$ cat src/rtl/bldf_pkg.sv
// Shared types, constants and the duty curve table of the backlight fade engine.
// Used by bldf_div, bldf_mul and backlight_fade_smoothstep; depends on nothing else.
`default_nettype none

package bldf_pkg;

   // Field widths of the transactions.
   localparam int OP_BITS     = 2;
   localparam int REQ_LVL_BITS = 8;
   localparam int DUR_BITS    = 16;
   localparam int PCT_BITS    = 7;
   localparam int DUTY_BITS   = 8;

   // Default width of the fade length and elapsed tick counters.
   localparam int LENGTH_BITS_DEF = 16;

   // Easing arithmetic: k is Q0.16, the smoothstep value is Q0.48.
   localparam int FRAC_BITS   = 16;
   localparam int SMOOTH_BITS = 3 * FRAC_BITS;
   localparam int MPLIER_BITS = FRAC_BITS + 2;
   localparam int PROD_BITS   = SMOOTH_BITS + 8;
   localparam int PART_BITS   = PROD_BITS - SMOOTH_BITS;
   localparam int STEP_BITS   = 5;

   localparam logic [MPLIER_BITS-1:0] SMOOTH_THREE = MPLIER_BITS'(3 * (1 << FRAC_BITS));
   localparam logic [PCT_BITS-1:0]    MAX_PCT      = PCT_BITS'(100);

   // Operation codes.
   localparam logic [OP_BITS-1:0] OP_TICK = 2'd0;
   localparam logic [OP_BITS-1:0] OP_SET  = 2'd1;
   localparam logic [OP_BITS-1:0] OP_FADE = 2'd2;

   // Duty curve: floor(level * level * 255 / 10000).
   localparam int DUTY_SCALE   = 255;
   localparam int DUTY_DIV     = 10000;
   localparam int DUTY_ENTRIES = 1 << PCT_BITS;

   typedef logic [DUTY_ENTRIES-1:0][DUTY_BITS-1:0] duty_table_type;

   function automatic duty_table_type duty_table_build();
      duty_table_type t;
      for (int i = 0; i < DUTY_ENTRIES; i++) begin
         t[i] = DUTY_BITS'((i * i * DUTY_SCALE) / DUTY_DIV);
      end
      return t;
   endfunction

   localparam duty_table_type DUTY_TABLE = duty_table_build();

   typedef struct packed {
      logic [OP_BITS-1:0]      op;
      logic [REQ_LVL_BITS-1:0] level;
      logic [DUR_BITS-1:0]     duration_ms;
   } req_type;

   typedef struct packed {
      logic [PCT_BITS-1:0]  current_level;
      logic [DUTY_BITS-1:0] pwm_duty;
      logic                 busy_res;
   } rsp_type;

   typedef struct packed {
      logic                   done;
      logic [FRAC_BITS-1:0]   quotient;
   } div_sts_type;

   typedef struct packed {
      logic                   start;
      logic [PROD_BITS-1:0]   mcand;
      logic [MPLIER_BITS-1:0] mplier;
      logic [STEP_BITS-1:0]   steps;
   } mul_cmd_type;

   typedef struct packed {
      logic                 done;
      logic [PROD_BITS-1:0] product;
   } mul_sts_type;

endpackage

`default_nettype wire

$ cat src/rtl/bldf_div.sv
// Bit-serial restoring divider: one quotient bit of the Q0.16 fade fraction per cycle.
// Depends on bldf_pkg.
`default_nettype none

module bldf_div #(
   parameter int LENGTH_BITS = bldf_pkg::LENGTH_BITS_DEF
) (
   input  wire logic                   clock,
   input  wire logic                   reset,
   input  wire logic                   start,
   input  wire logic [LENGTH_BITS-1:0] dividend,
   input  wire logic [LENGTH_BITS-1:0] divisor,
   output bldf_pkg::div_sts_type       sts
);

   logic [LENGTH_BITS-1:0]           rem_ff, rem_in;
   logic [LENGTH_BITS-1:0]           dvs_ff, dvs_in;
   logic [bldf_pkg::FRAC_BITS-1:0]   quo_ff, quo_in;
   logic [bldf_pkg::STEP_BITS-1:0]   cnt_ff, cnt_in;
   logic                             busy_ff, busy_in;
   logic                             done_ff, done_in;
   logic [LENGTH_BITS:0]             trial;
   logic [LENGTH_BITS:0]             diff;
   logic                             fits;

   // The remainder stays below the divisor, so the doubled trial fits one extra bit.
   assign trial = {rem_ff, 1'b0};
   assign diff  = trial - {1'b0, dvs_ff};
   assign fits  = trial >= {1'b0, dvs_ff};

   always_comb begin
      rem_in  = rem_ff;
      dvs_in  = dvs_ff;
      quo_in  = quo_ff;
      cnt_in  = cnt_ff;
      busy_in = busy_ff;
      done_in = 1'b0;
      if (start) begin
         rem_in  = dividend;
         dvs_in  = divisor;
         cnt_in  = bldf_pkg::STEP_BITS'(bldf_pkg::FRAC_BITS);
         busy_in = 1'b1;
      end else if (busy_ff) begin
         rem_in = fits ? diff[LENGTH_BITS-1:0] : trial[LENGTH_BITS-1:0];
         quo_in = {quo_ff[bldf_pkg::FRAC_BITS-2:0], fits};
         cnt_in = cnt_ff - 1'b1;
         if (cnt_ff == bldf_pkg::STEP_BITS'(1)) begin
            busy_in = 1'b0;
            done_in = 1'b1;
         end
      end
   end

   always_ff @(posedge clock) begin
      rem_ff <= rem_in;
      dvs_ff <= dvs_in;
      quo_ff <= quo_in;
      cnt_ff <= cnt_in;
      if (reset) begin
         busy_ff <= 1'b0;
         done_ff <= 1'b0;
      end else begin
         busy_ff <= busy_in;
         done_ff <= done_in;
      end
   end

   assign sts.done     = done_ff;
   assign sts.quotient = quo_ff;

endmodule

`default_nettype wire

$ cat src/rtl/bldf_mul.sv
// Bit-serial shift-and-add multiplier shared by the three products of the easing curve.
// Depends on bldf_pkg.
`default_nettype none

module bldf_mul (
   input  wire logic                  clock,
   input  wire logic                  reset,
   input  wire bldf_pkg::mul_cmd_type cmd,
   output bldf_pkg::mul_sts_type      sts
);

   logic [bldf_pkg::PROD_BITS-1:0]   acc_ff, acc_in;
   logic [bldf_pkg::PROD_BITS-1:0]   mcand_ff, mcand_in;
   logic [bldf_pkg::MPLIER_BITS-1:0] mplier_ff, mplier_in;
   logic [bldf_pkg::STEP_BITS-1:0]   cnt_ff, cnt_in;
   logic                             busy_ff, busy_in;
   logic                             done_ff, done_in;

   // Bits shifted out of the multiplicand never matter: every true product fits the
   // accumulator, so arithmetic modulo its width gives the exact result.
   always_comb begin
      acc_in    = acc_ff;
      mcand_in  = mcand_ff;
      mplier_in = mplier_ff;
      cnt_in    = cnt_ff;
      busy_in   = busy_ff;
      done_in   = 1'b0;
      if (cmd.start) begin
         acc_in    = '0;
         mcand_in  = cmd.mcand;
         mplier_in = cmd.mplier;
         cnt_in    = cmd.steps;
         busy_in   = 1'b1;
      end else if (busy_ff) begin
         acc_in    = acc_ff + (mplier_ff[0] ? mcand_ff : '0);
         mcand_in  = {mcand_ff[bldf_pkg::PROD_BITS-2:0], 1'b0};
         mplier_in = {1'b0, mplier_ff[bldf_pkg::MPLIER_BITS-1:1]};
         cnt_in    = cnt_ff - 1'b1;
         if (cnt_ff == bldf_pkg::STEP_BITS'(1)) begin
            busy_in = 1'b0;
            done_in = 1'b1;
         end
      end
   end

   always_ff @(posedge clock) begin
      acc_ff    <= acc_in;
      mcand_ff  <= mcand_in;
      mplier_ff <= mplier_in;
      cnt_ff    <= cnt_in;
      if (reset) begin
         busy_ff <= 1'b0;
         done_ff <= 1'b0;
      end else begin
         busy_ff <= busy_in;
         done_ff <= done_in;
      end
   end

   assign sts.done    = done_ff;
   assign sts.product = acc_ff;

endmodule

`default_nettype wire

$ cat src/rtl/backlight_fade_smoothstep.sv
// Backlight level engine: one transaction in, one result transaction out. A set, a fade
// start, an unused code, a tick with no fade running or the tick that ends a fade goes
// straight to registering its result. A tick that advances a fade short of its end first
// runs a serial divide for the fade fraction k, then three bit-serial products on one
// shared multiplier (k*k, times the level distance, times 3-2k), with a handoff between
// units; then the level is applied, the result registered and the next request taken.
// The result sits in an output register, so the next request is taken while a result
// waits on rsp_stall; a new result waits as long as that register stays full.
// Depends on bldf_pkg, bldf_div and bldf_mul.
`default_nettype none

module backlight_fade_smoothstep #(
   parameter int LENGTH_BITS = bldf_pkg::LENGTH_BITS_DEF
) (
   input  wire logic              clock,
   input  wire logic              reset,
   input  wire logic              req_valid,
   output logic                   req_stall,
   input  wire bldf_pkg::req_type req_data,
   output logic                   rsp_valid,
   input  wire logic              rsp_stall,
   output bldf_pkg::rsp_type      rsp_data
);

   localparam logic [2:0] ST_IDLE = 3'd0;
   localparam logic [2:0] ST_DIV  = 3'd1;
   localparam logic [2:0] ST_SQR  = 3'd2;
   localparam logic [2:0] ST_SCL  = 3'd3;
   localparam logic [2:0] ST_EASE = 3'd4;
   localparam logic [2:0] ST_FIN  = 3'd5;

   logic [2:0]                      state_ff, state_in;
   logic [bldf_pkg::PCT_BITS-1:0]   now_ff, now_in;
   logic [bldf_pkg::PCT_BITS-1:0]   start_ff, start_in;
   logic [bldf_pkg::PCT_BITS-1:0]   target_ff, target_in;
   logic [LENGTH_BITS-1:0]          elapsed_ff, elapsed_in;
   logic [LENGTH_BITS-1:0]          fade_ff, fade_in;
   logic                            rsp_valid_ff, rsp_valid_in;
   bldf_pkg::rsp_type               rsp_data_ff, rsp_data_in;

   logic                            accept;
   logic                            out_free;
   logic [bldf_pkg::PCT_BITS-1:0]   clamped;
   logic [LENGTH_BITS-1:0]          dur;
   logic [LENGTH_BITS-1:0]          elapsed_inc;
   logic                            rising;
   logic [bldf_pkg::PCT_BITS-1:0]   lvl_gap;
   logic [bldf_pkg::PART_BITS-1:0]  part;
   logic                            div_start;
   bldf_pkg::div_sts_type           div_sts;
   bldf_pkg::mul_cmd_type           mul_cmd;
   bldf_pkg::mul_sts_type           mul_sts;

   assign accept      = req_valid && !req_stall;
   assign out_free    = !rsp_valid_ff || !rsp_stall;
   assign clamped     = (req_data.level > bldf_pkg::REQ_LVL_BITS'(bldf_pkg::MAX_PCT)) ?
                        bldf_pkg::MAX_PCT : req_data.level[bldf_pkg::PCT_BITS-1:0];
   assign dur         = LENGTH_BITS'(req_data.duration_ms);
   assign elapsed_inc = elapsed_ff + 1'b1;
   assign rising      = target_ff >= start_ff;
   assign lvl_gap     = rising ? (target_ff - start_ff) : (start_ff - target_ff);

   // Falling fades round the eased step up so that both directions floor the level.
   assign part = mul_sts.product[bldf_pkg::PROD_BITS-1:bldf_pkg::SMOOTH_BITS] +
                 bldf_pkg::PART_BITS'(!rising &&
                                      (|mul_sts.product[bldf_pkg::SMOOTH_BITS-1:0]));

   bldf_div #(
      .LENGTH_BITS(LENGTH_BITS)
   ) u_div (
      .clock   (clock),
      .reset   (reset),
      .start   (div_start),
      .dividend(elapsed_inc),
      .divisor (fade_ff),
      .sts     (div_sts)
   );

   bldf_mul u_mul (
      .clock(clock),
      .reset(reset),
      .cmd  (mul_cmd),
      .sts  (mul_sts)
   );

   always_comb begin
      state_in     = state_ff;
      now_in       = now_ff;
      start_in     = start_ff;
      target_in    = target_ff;
      elapsed_in   = elapsed_ff;
      fade_in      = fade_ff;
      div_start    = 1'b0;
      mul_cmd.start  = 1'b0;
      mul_cmd.mcand  = mul_sts.product;
      mul_cmd.mplier = bldf_pkg::MPLIER_BITS'(lvl_gap);
      mul_cmd.steps  = bldf_pkg::STEP_BITS'(bldf_pkg::PCT_BITS);
      rsp_data_in  = rsp_data_ff;
      rsp_valid_in = rsp_valid_ff && rsp_stall;

      case (state_ff)
         ST_IDLE: begin
            if (accept) begin
               state_in = ST_FIN;
               case (req_data.op)
                  bldf_pkg::OP_TICK: begin
                     if (fade_ff != '0) begin
                        elapsed_in = elapsed_inc;
                        if (elapsed_inc >= fade_ff) begin
                           fade_in = '0;
                           now_in  = target_ff;
                        end else begin
                           div_start = 1'b1;
                           state_in  = ST_DIV;
                        end
                     end
                  end
                  bldf_pkg::OP_SET: begin
                     fade_in = '0;
                     now_in  = clamped;
                  end
                  bldf_pkg::OP_FADE: begin
                     if (dur == '0) begin
                        fade_in = '0;
                        now_in  = clamped;
                     end else begin
                        start_in   = now_ff;
                        target_in  = clamped;
                        elapsed_in = '0;
                        fade_in    = dur;
                     end
                  end
                  default: begin
                  end
               endcase
            end
         end
         ST_DIV: begin
            if (div_sts.done) begin
               mul_cmd.start  = 1'b1;
               mul_cmd.mcand  = bldf_pkg::PROD_BITS'(div_sts.quotient);
               mul_cmd.mplier = bldf_pkg::MPLIER_BITS'(div_sts.quotient);
               mul_cmd.steps  = bldf_pkg::STEP_BITS'(bldf_pkg::FRAC_BITS);
               state_in       = ST_SQR;
            end
         end
         ST_SQR: begin
            if (mul_sts.done) begin
               mul_cmd.start = 1'b1;
               state_in      = ST_SCL;
            end
         end
         ST_SCL: begin
            if (mul_sts.done) begin
               mul_cmd.start  = 1'b1;
               mul_cmd.mplier = bldf_pkg::SMOOTH_THREE -
                                bldf_pkg::MPLIER_BITS'({div_sts.quotient, 1'b0});
               mul_cmd.steps  = bldf_pkg::STEP_BITS'(bldf_pkg::MPLIER_BITS);
               state_in       = ST_EASE;
            end
         end
         ST_EASE: begin
            if (mul_sts.done) begin
               now_in   = rising ? (start_ff + part[bldf_pkg::PCT_BITS-1:0]) :
                                   (start_ff - part[bldf_pkg::PCT_BITS-1:0]);
               state_in = ST_FIN;
            end
         end
         ST_FIN: begin
            if (out_free) begin
               rsp_data_in.current_level = now_ff;
               rsp_data_in.pwm_duty      = bldf_pkg::DUTY_TABLE[now_ff];
               rsp_data_in.busy_res      = fade_ff != '0;
               rsp_valid_in              = 1'b1;
               state_in                  = ST_IDLE;
            end
         end
         default: begin
            state_in = ST_IDLE;
         end
      endcase
   end

   always_ff @(posedge clock) begin
      rsp_data_ff <= rsp_data_in;
      if (reset) begin
         state_ff     <= ST_IDLE;
         now_ff       <= '0;
         start_ff     <= '0;
         target_ff    <= '0;
         elapsed_ff   <= '0;
         fade_ff      <= '0;
         rsp_valid_ff <= 1'b0;
      end else begin
         state_ff     <= state_in;
         now_ff       <= now_in;
         start_ff     <= start_in;
         target_ff    <= target_in;
         elapsed_ff   <= elapsed_in;
         fade_ff      <= fade_in;
         rsp_valid_ff <= rsp_valid_in;
      end
   end

   assign req_stall = state_ff != ST_IDLE;
   assign rsp_valid = rsp_valid_ff;
   assign rsp_data  = rsp_data_ff;

`ifndef SYNTHESIS
   a_level_range: assert property (@(posedge clock) disable iff (reset)
      now_ff <= bldf_pkg::MAX_PCT)
      else $error("applied level exceeds full scale");

   a_elapsed_below_length: assert property (@(posedge clock) disable iff (reset)
      (fade_ff != '0) |-> (elapsed_ff < fade_ff))
      else $error("fade kept running past its length");

   a_step_within_distance: assert property (@(posedge clock) disable iff (reset)
      (state_ff == ST_EASE && mul_sts.done) |-> (part <= bldf_pkg::PART_BITS'(lvl_gap)))
      else $error("eased step overshoots the fade distance");

   a_mul_done_in_sequence: assert property (@(posedge clock) disable iff (reset)
      mul_sts.done |-> (state_ff == ST_SQR || state_ff == ST_SCL || state_ff == ST_EASE))
      else $error("multiplier finished outside the easing sequence");
`endif

endmodule

`default_nettype wire
$ cat config.mk
export PLATFORM = sky130hd
export DESIGN_NAME = backlight_fade_smoothstep
export DESIGN_NICKNAME = d
export VERILOG_FILES = /design/src/rtl/bldf_pkg.sv /design/src/rtl/bldf_div.sv /design/src/rtl/bldf_mul.sv /design/src/rtl/backlight_fade_smoothstep.sv
export SDC_FILE = /design/constraint.sdc
export NUM_CORES = 1
export LEC_CHECK = 0
export BUFFER_PORTS_ARGS = -buffer_cell sky130_fd_sc_hd__buf_2
export CORE_MARGIN = 2
export CORE_UTILIZATION = 60
export CTS_CLUSTER_DIAMETER = 60
export CTS_CLUSTER_SIZE = 16
export DETAILED_ROUTE_END_ITERATION = 7
export GPL_ROUTABILITY_DRIVEN = 0
export HOLD_SLACK_MARGIN = 0.1
export PLACE_DENSITY = 0.77
export SYNTH_ARGS = -nofsm -noshare
export SYNTH_HDL_FRONTEND = slang
export SYNTH_SLANG_ARGS = --single-unit
$ cat constraint.sdc
create_clock -name clock -period 14.1 [get_ports clock]
set_clock_uncertainty 0.05 [all_clocks]
set_input_delay 2.82 -clock clock [delete_from_list [all_inputs] [get_ports clock]]
set_output_delay 2.82 -clock clock [all_outputs]
set_load 0.01 [all_outputs]
==> results of run 1 <==
## cell usage after synthesis, types with 10 or more instances
cell type,n
a211oi_1,27
a21o_1,51
a21oi_1,181
a22o_1,40
a22oi_1,33
a31oi_1,24
and2_1,62
and3_1,17
buf_1,10
clkbuf_1,107
dfxtp_1,121
edfxtp_1,142
ha_1,129
inv_1,88
mux2i_1,43
nand2_1,184
nand2b_1,19
nand3_1,63
nand3b_1,10
nand4_1,24
nor2_1,154
nor2b_1,16
nor3_1,43
nor4_1,27
o211ai_1,12
o21a_1,14
o21ai_0,110
o21bai_1,11
xnor2_1,65
xor2_1,45
## worst max path at each step
stage,start,end,cells past startpoint
floorplan,start_ff[1],now_ff[6],23
detailed placement,req_data[24],elapsed_ff[10],10
global route,req_data[24],elapsed_ff[10],10
finish,req_data[24],elapsed_ff[6],10
CTS,req_data[24],elapsed_ff[2],10
global placement,req_data[24],elapsed_ff[6],10
## state kept, by name (all words and copies together), names as in the netlist, 3 cells and up
| register | cells |
|---|---|
| u_div.rem_ff | 16 |
| u_mul.mcand_ff | 55 |
| state_ff | 3 |
| rsp_data | 16 |
| now_ff | 7 |
| start_ff | 7 |
| u_div.dvs_ff | 16 |
| fade_ff | 16 |
| u_div.cnt_ff | 5 |
| u_mul.cnt_ff | 5 |
| u_div.quo_ff | 16 |
| elapsed_ff | 16 |
| target_ff | 7 |
| u_mul.acc_ff | 55 |
| u_mul.mplier_ff | 18 |
## layout make-up
type	count	area [sq um]
multi-input cells	1536	10200
clock inverters	12	92.6
repair buffers	62	348
clock buffers	38	790
flip-flops and latches	263	6690
inverters	91	343
well taps	384	480
fillers	2317	9970
## through the flow
step / util, % / std cells / instance area [sq um]
4_1_cts: 65.5 / 2386 / 19000
6_report: 65.5 / 2386 / 19000
3_3_place_gp: 62.5 / 2336 / 18100
5_1_grt: 65.5 / 2386 / 19000
2_1_floorplan: - / 2016 / 17700
3_5_place_dp: 62.5 / 2336 / 18100
## report_power, final
part | total [uW] | switching (uW) | internal [uW]
logic | 406 | 242 | 164
registers | 904 | 55.3 | 849
clock network | 718 | 321 | 397
## tightest hold or removal path: stages, from the launching register on
cell and delay, ns:
dfxtp_1 0.33, nand2_1 0.06, a21oi_1 0.05
## cell families after synthesis
kind of cell | synth area share, %
AOI/OAI and AO/OA | 21.4
muxes | 2.93
adders and majority gates | 9.66
and+or+nand+nor | 18.1
DFF | 37.7
buffers and inverters | 4.81
xor gates and xnor gates | 5.43
## metal layers
metal | track usage [%] | routed length (microns) | vias up
met5 | 0 | 0 | -
met4 | 8.68 | 1160 | 0
met3 | 2.89 | 1960 | 82
met2 | 45.2 | 19900 | 450
met1 | 36.7 | 19300 | 7157
li1 | - | - | 7287
==> impl_metrics.json, run 1 <==
{
  "dr.pass1.iters": 5,
  "clock_tree.root_cell": "clkbuf_16",
  "hold_ws_ns": 0.435,
  "wl_microns": 42200,
  "ys_ff_latch": 263,
  "setup_tns_ns": 0,
  "via_count": 14976,
  "rr_worst_depth": 22,
  "timing.rr.end": "now_ff[6]",
  "portBuffers": 47,
  "syn_area_per_cell_sq_um": 8.80,
  "synth_area_leaders": "edfxtp_1, dfxtp_1, ha_1",
  "antenna_left": 0,
  "tightest_slew_ns": 1.16,
  "via_per_inst": 6.28,
  "slew_viol_final": 0,
  "numCtsBuffers": 27,
  "cap_viol_max_count": 0,
  "syn_to_final_growth_pct": 6.90,
  "start_util_pct": 61.3,
  "rsz0062_at_grt": "false",
  "finalSetupViolCount": 0,
  "cts_sinks": 263,
  "hold_path_depth": 2,
  "max-clock-path-buffers": 3,
  "synthArstFlopShare_pct": 0,
  "min_delay_worst_endpoint": "target_ff[3]",
  "max_stage_delay_ns": 0.87,
  "status": "completed",
  "layout-drive-gt1-share_pct": 7.14,
  "fmax_mhz": 176,
  "slew_headroom_pct": 23.0,
  "grt_pass1_wl_microns": 69800,
  "nets": 2145,
  "finalHoldViolations": 0,
  "grt_pass1_vias": 14138,
  "cts-hold-fix-buffers": 0,
  "end_kind": "flip-flop",
  "ys_seq_area_share_pct": 37.7,
  "routedWlPerCell_microns": 17.7,
  "timing.rr.start": "start_ff[1]",
  "clock_latency_ns": 0.55,
  "leakage_uw": 0.00768,
  "layout.cells.most_common": "nand2_1",
  "min_from": "target_ff[3]",
  "power_uw": 2030,
  "cts_tree": "yes",
  "std_cell_rows": 62,
  "crit_required_ns": 14.52,
  "synth_top_area_share_pct": 24.0,
  "critPathKind": "primary input to flip-flop",
  "htreeDepth": 1,
  "min_path_type": "flip-flop to flip-flop",
  "cp_slowest_cell": "a41oi_1",
  "yosys.area.top_type": "edfxtp_1",
  "dieHeight_microns": 176,
  "post-route-min-period_ns": 5.68,
  "fin_crit_sh_pct": 40.3,
  "fin_ws_ns": 8.42,
  "dieArea_sq_mm": 0.0310,
  "coreArea_sq_mm": 0.0289,
  "clkSlewWorstSetupHoldPaths_ns": 0.07,
  "synth_warnings": 0,
  "fp.dieW_microns": 176,
  "cp-start-kind": "primary input",
  "ys_types": 82,
  "drc": 0,
  "layout_common_cells": "nand2_1, a21oi_1, nor2_1",
  "grt_max_degree": 78,
  "place_ws_ns": 7.89,
  "cts_resized": 0,
  "grt.overflow.total": 0,
  "rrSetupSlack_ns": 8.54,
  "crit_buf_inv": 3,
  "cp_top_family": "simple AND/OR/NAND/NOR gates",
  "ys.flop_type": "edfxtp_1",
  "syn_nets": 2180,
  "cts_setup_buffers": 0,
  "dp_hpwl_microns": 28800,
  "n_antenna_cell": 0,
  "synth_edf_count": 142,
  "irDropWorstVdd_uv": 99.7,
  "powerDensity_mw_per_mm2": 107,
  "grt_usage_pct": 27.0,
  "crit_fanout": 24,
  "arrival_ns": 6.11,
  "worstPathCellList": "buf_2, inv_1, ha_1, inv_1, a41oi_1, a21oi_1, or2_2, nor2_1, nand3b_1, a21oi_1",
  "postSynthCellCount": 2016,
  "drtIter0Drc": 1487,
  "antenna_found_initial": 0,
  "num_io_pins": 48,
  "syn_area_sq_mm": 0.0177
}
Note: power is estimated with default switching activity, not from simulation.
==> run 2, diff against run 1 <==
clock period = 5.53 ns   (was 14.1 ns; I/O delays follow)
==> run 2 against run 1 <==
  * Sequential share of layout area is essentially flat
  * Total power rose by 150%
  * Final area down 0.12%
  * Flip-flop and latch count did not move
  * Non-clock buffer count is 8 higher
==> impl_metrics.json, run 2 (synthesis gave the netlist of run 1 again) <==
{
  "clock_tree.root_cell": "clkbuf_16",
  "num_io_pins": 48,
  "cap_viol_max_count": 0,
  "cts_sinks": 263,
  "hold_ws_ns": 0.432,
  "critPathKind": "flip-flop to flip-flop",
  "clock_latency_ns": 0.55,
  "coreArea_sq_mm": 0.0289,
  "slew_headroom_pct": 20.5,
  "final_util_pct": 65.5,
  "grt_pass1_vias": 14313,
  "clkSlewWorstSetupHoldPaths_ns": 0.07,
  "numCtsBuffers": 25,
  "cts_resized": 0,
  "start_util_pct": 61.3,
  "powerDensity_mw_per_mm2": 266,
  "post-route-min-period_ns": 4.79,
  "irDropWorstVdd_uv": 237,
  "m1WireLength_microns": 19100,
  "dieArea_sq_mm": 0.0310,
  "syn_to_final_growth_pct": 6.76,
  "dr_wl_met3_microns": 2180,
  "grt_pass1_wl_microns": 70700,
  "highest_layer": "met4",
  "finalSetupViolCount": 0,
  "cp_slowest_cell": "dfxtp_1",
  "fmax_mhz": 209,
  "grt_usage_pct": 27.3,
  "std_cell_rows": 62,
  "dr.pass1.iters": 5,
  "crit_fanout": 7,
  "dieHeight_microns": 176,
  "finalHoldViolations": 0,
  "tightest_slew_ns": 1.19,
  "status": "completed",
  "slew_viol_final": 0,
  "portBuffers": 47,
  "crit_required_ns": 5.92,
  "cts_setup_buffers": 0,
  "grt_max_degree": 78,
  "leakage_uw": 0.00768,
  "drc": 0,
  "grt.overflow.total": 0,
  "met2_length_microns": 19800,
  "antenna_left": 0,
  "end_kind": "flip-flop",
  "setup_tns_ns": 0,
  "max-clock-path-buffers": 3,
  "cp-start-kind": "flip-flop",
  "cts-hold-fix-buffers": 0,
  "reg_top3": "u_mul.acc_ff (55), u_mul.mcand_ff (55), u_mul.mplier_ff (18)",
  "n_antenna_cell": 0,
  "via_count": 14916,
  "htreeDepth": 1,
  "layout-drive-gt1-share_pct": 7.38,
  "nets": 2151,
  "rrSetupSlack_ns": 0.74,
  "layout_common_cells": "nand2_1, a21oi_1, nor2_1",
  "worstPathCellList": "inv_1, ha_1, a21oi_1, o21bai_1, a21o_1, a21oi_1, o21ai_1, nor2_1, ha_1, ha_1, inv_1, ha_1, mux2_2, fa_1, a21o_1, a21oi_1, o21bai_1, a21oi_1, xnor2_1, xnor2_1, a21oi_1, a211oi_1",
  "min_path_type": "flip-flop to flip-flop",
  "fin_crit_sh_pct": 86.7,
  "wl_microns": 42100,
  "arrival_ns": 5.18,
  "max_stage_delay_ns": 0.52,
  "cts_tree": "yes",
  "rsz0062_at_grt": "false",
  "routedWlPerCell_microns": 17.6,
  "layout.cells.most_common": "nand2_1",
  "cpMostUsedCell": "a21oi_1",
  "fp.dieW_microns": 176,
  "via_per_inst": 6.24,
  "dp_hpwl_microns": 29300,
  "drtIter0Drc": 1180,
  "n_fill_cell": 2391,
  "antenna_found_initial": 0
}
## run 2: path summary, 6_finish.rpt
check	startpoint	cells past startpoint	end
max	start_ff[1]	22	now_ff[6]
min	target_ff[4]	2	target_ff[4]
max reg2reg	start_ff[1]	22	now_ff[6]
min reg2reg	target_ff[4]	2	target_ff[4]
## run 2: where the power goes
| group | leakage [uW] | switching (uW) | internal, uW |
|---|---|---|---|
| registers | 0.00226 | 139 | 2160 |
| clock network | 0.000394 | 805 | 901 |
| logic | 0.00503 | 615 | 421 |
## run 2: worst max-delay path: cells and delay by family, from the launching register on
kind,cells,cell delay (ns)
AND/OR/NAND/NOR,1,0.13
buffers and inverters,2,0.15
adder cells (fa/ha/maj),5,1.43
flip-flops,1,0.52
multiplexers,1,0.29
AO/OA/AOI/OAI,11,1.82
XOR/XNOR,2,0.30
## run 2: routing by layer
layer / track usage, % / vias up
li1: - / 7304
met1: 37.2 / 7073
met2: 46.0 / 463
met3: 2.76 / 76
met4: 8.61 / 0
met5: 0 / -
## run 2: stage by stage
step                      cell area (sq um)  worst slack [ns]  power, uW  std cells
after floorplan                       17700             0.742       3110       2016
after global placement                18100             0.929       3320       2344
after detailed placement              18100             0.759       3360       2344
after CTS                             18900             0.730       5060       2390
after global routing                  18900             0.333       5270       2390
final                                 18900             0.738       5040       2390
## run 2: final cells by class
type / instances / area [sq um] / share of cell area (%)
Multi-Input combinational cell: 1536 / 10200 / 54.0
Sequential cell: 263 / 6690 / 35.3
Clock buffer: 32 / 683 / 3.61
Tap cell: 384 / 480 / 2.54
Timing Repair Buffer: 70 / 408 / 2.15
Inverter: 91 / 343 / 1.81
Clock inverter: 14 / 115 / 0.608
==> run 3, diff against run 2 <==
CORE_ASPECT_RATIO = 2   (was default)
CORE_UTILIZATION = 55   (was 60)
PLACE_DENSITY = 0.72   (was 0.77)
SYNTH_HIERARCHICAL = 1   (was default)
==> run 3 against run 2 <==
  * Global-route usage shrank 0.55 points
  * Synthesized cell count grew 3.8%
  * Flip-flop and latch count is the same
  * Critical path depth shrank 3
  * Via count grew 3.8%
  * Worst setup slack lost 0.072 ns
  * Non-clock buffer count is the same
==> impl_metrics.json, run 3 <==
{
  "rrSetupSlack_ns": 0.67,
  "layout_common_cells": "nand2_1, a21oi_1, nor2_1",
  "fmax_mhz": 206,
  "cp-start-kind": "flip-flop",
  "reg_top3": "u_mul/acc_ff (55), u_mul/mcand_ff (55), u_mul/mplier_ff (18)",
  "portBuffers": 47,
  "worstPathCellList": "inv_1, ha_1, nand4_1, o311ai_2, nor2_1, ha_1, ha_1, inv_1, ha_1, nand2_1, o21ai_0, fa_1, a21o_1, a21oi_1, o21bai_1, a21oi_1, xnor2_1, mux2i_1, o41ai_1",
  "postSynthCellCount": 2092,
  "slew_headroom_pct": 35.6,
  "cts_tree": "yes",
  "grt.overflow.total": 0,
  "grt_usage_pct": 26.7,
  "via_per_inst": 6.16,
  "n_antenna_cell": 0,
  "finalHoldViolations": 0,
  "leakage_uw": 0.00779,
  "setup_tns_ns": 0,
  "crit_required_ns": 5.87,
  "end_kind": "flip-flop",
  "nets": 2230,
  "post-route-min-period_ns": 4.86,
  "cts_sinks": 263,
  "powerDensity_mw_per_mm2": 239,
  "irDropWorstVdd_uv": 240,
  "arrival_ns": 5.20,
  "dr.pass1.iters": 5,
  "rsz0062_at_grt": "false",
  "wl_microns": 47700,
  "via_count": 15484,
  "clock_tree.root_cell": "clkbuf_16",
  "clkSlewWorstSetupHoldPaths_ns": 0.08,
  "layout-drive-gt1-share_pct": 10.4,
  "max-clock-path-buffers": 3,
  "numCtsBuffers": 20,
  "syn_area_per_cell_sq_um": 8.86,
  "crit_fanout": 7,
  "coreArea_sq_mm": 0.0334,
  "status": "completed",
  "finalSetupViolCount": 0,
  "syn_area_sq_mm": 0.0185,
  "synth_warnings": 6,
  "cp_slowest_cell": "o311ai_2",
  "htreeDepth": 1,
  "clock_latency_ns": 0.53,
  "dieArea_sq_mm": 0.0353,
  "dp_cells": 2479,
  "grt_pass1_wl_microns": 77700,
  "max_stage_delay_ns": 0.65,
  "cts-hold-fix-buffers": 0,
  "crit_buf_inv": 2,
  "syn_to_final_growth_pct": 5.84,
  "dieHeight_microns": 264,
  "std_cell_rows": 95,
  "tightest_slew_ns": 0.964,
  "cts_resized": 0,
  "cap_viol_max_count": 0,
  "antenna_left": 0,
  "grt_pass1_vias": 15760,
  "instances_no_fill": 2513,
  "start_util_pct": 55.5,
  "cts_setup_buffers": 0,
  "grt_max_degree": 113,
  "dp_hpwl_microns": 34600,
  "drc": 0,
  "routedWlPerCell_microns": 19.0,
  "n_fill_cell": 2974,
  "antenna_found_initial": 0,
  "critPathKind": "flip-flop to flip-flop",
  "cp_top_family": "adder cells",
  "slew_viol_final": 0,
  "fin_crit_sh_pct": 88.0,
  "cpMostUsedCell": "ha_1",
  "syn_nets": 2257,
  "fp.dieW_microns": 134,
  "drtIter0Drc": 953,
  "layout.cells.most_common": "nand2_1",
  "num_io_pins": 48,
  "min_path_type": "flip-flop to flip-flop"
}
==> run 3: cell count changes in the layout (fill, tap and decap cells not counted), sizes merged, moves of 11 or more <==
| cell | change |
|---|---|
| and2 | +44 |
| mux2 | +71 |
| xor2 | +11 |
| nand2 | +39 |
| a22o | -36 |
| a22oi | -25 |
==> run 3: path summary, 6_finish.rpt <==
check | start | to | depth (start not counted)
min | target_ff[0] | target_ff[0] | 2
min reg2reg | target_ff[0] | target_ff[0] | 2
max reg2reg | start_ff[4] | now_ff[6] | 19
max | start_ff[4] | now_ff[6] | 19
==> run 3: routing by layer <==
layer | global-route usage (%) | part of all wire, % | vias up
met1 | 26.8 | 36 | 7472
met3 | 2.21 | 3.0 | 151
met5 | 0 | 0 | -
met2 | 52.5 | 55 | 377
met4 | 15.1 | 5.8 | 0
li1 | - | - | 7484
==> run 3: final cells by class <==
class	instances	area [sq um]	area share, %
clock buffers	33	571	2.91
clock inverters	1	8.76	0.0446
inverters	89	335	1.71
multi-input cells	1621	11100	56.3
flip-flops and latches	263	6690	34.1
well taps	436	546	2.78
repair buffers	70	420	2.14
==> run 3: metrics by stage <==
stage	hold WS [ns]	utilization, %	power (uW)	worst slack, ns	cell area (sq um)
5_1_grt	0.447	58.8	4920	0.265	19600
3_3_place_gp	0.415	57.0	3280	0.827	19000
3_5_place_dp	0.422	57.0	3300	0.650	19000
2_1_floorplan	0.356	-	3040	0.770	18500
6_report	0.431	58.8	4700	0.666	19600
4_1_cts	0.433	58.8	4720	0.618	19600
==> run 3: tightest hold or removal path, delay by kind of cell, from the launching register on <==
kind	cells	cell delay, ns
flip-flops	1	0.33
AND/OR/NAND/NOR	1	0.06
AO/OA/AOI/OAI	1	0.05
==> run 3: where the power goes <==
| part | leakage [uW] | total [uW] | internal (uW) | switching (uW) |
|---|---|---|---|---|
| combinational | 0.00526 | 1010 | 406 | 606 |
| sequential | 0.00225 | 2260 | 2140 | 123 |
| clock | 0.000277 | 1420 | 709 | 712 |
| total | 0.00779 | 4700 | 3260 | 1440 |
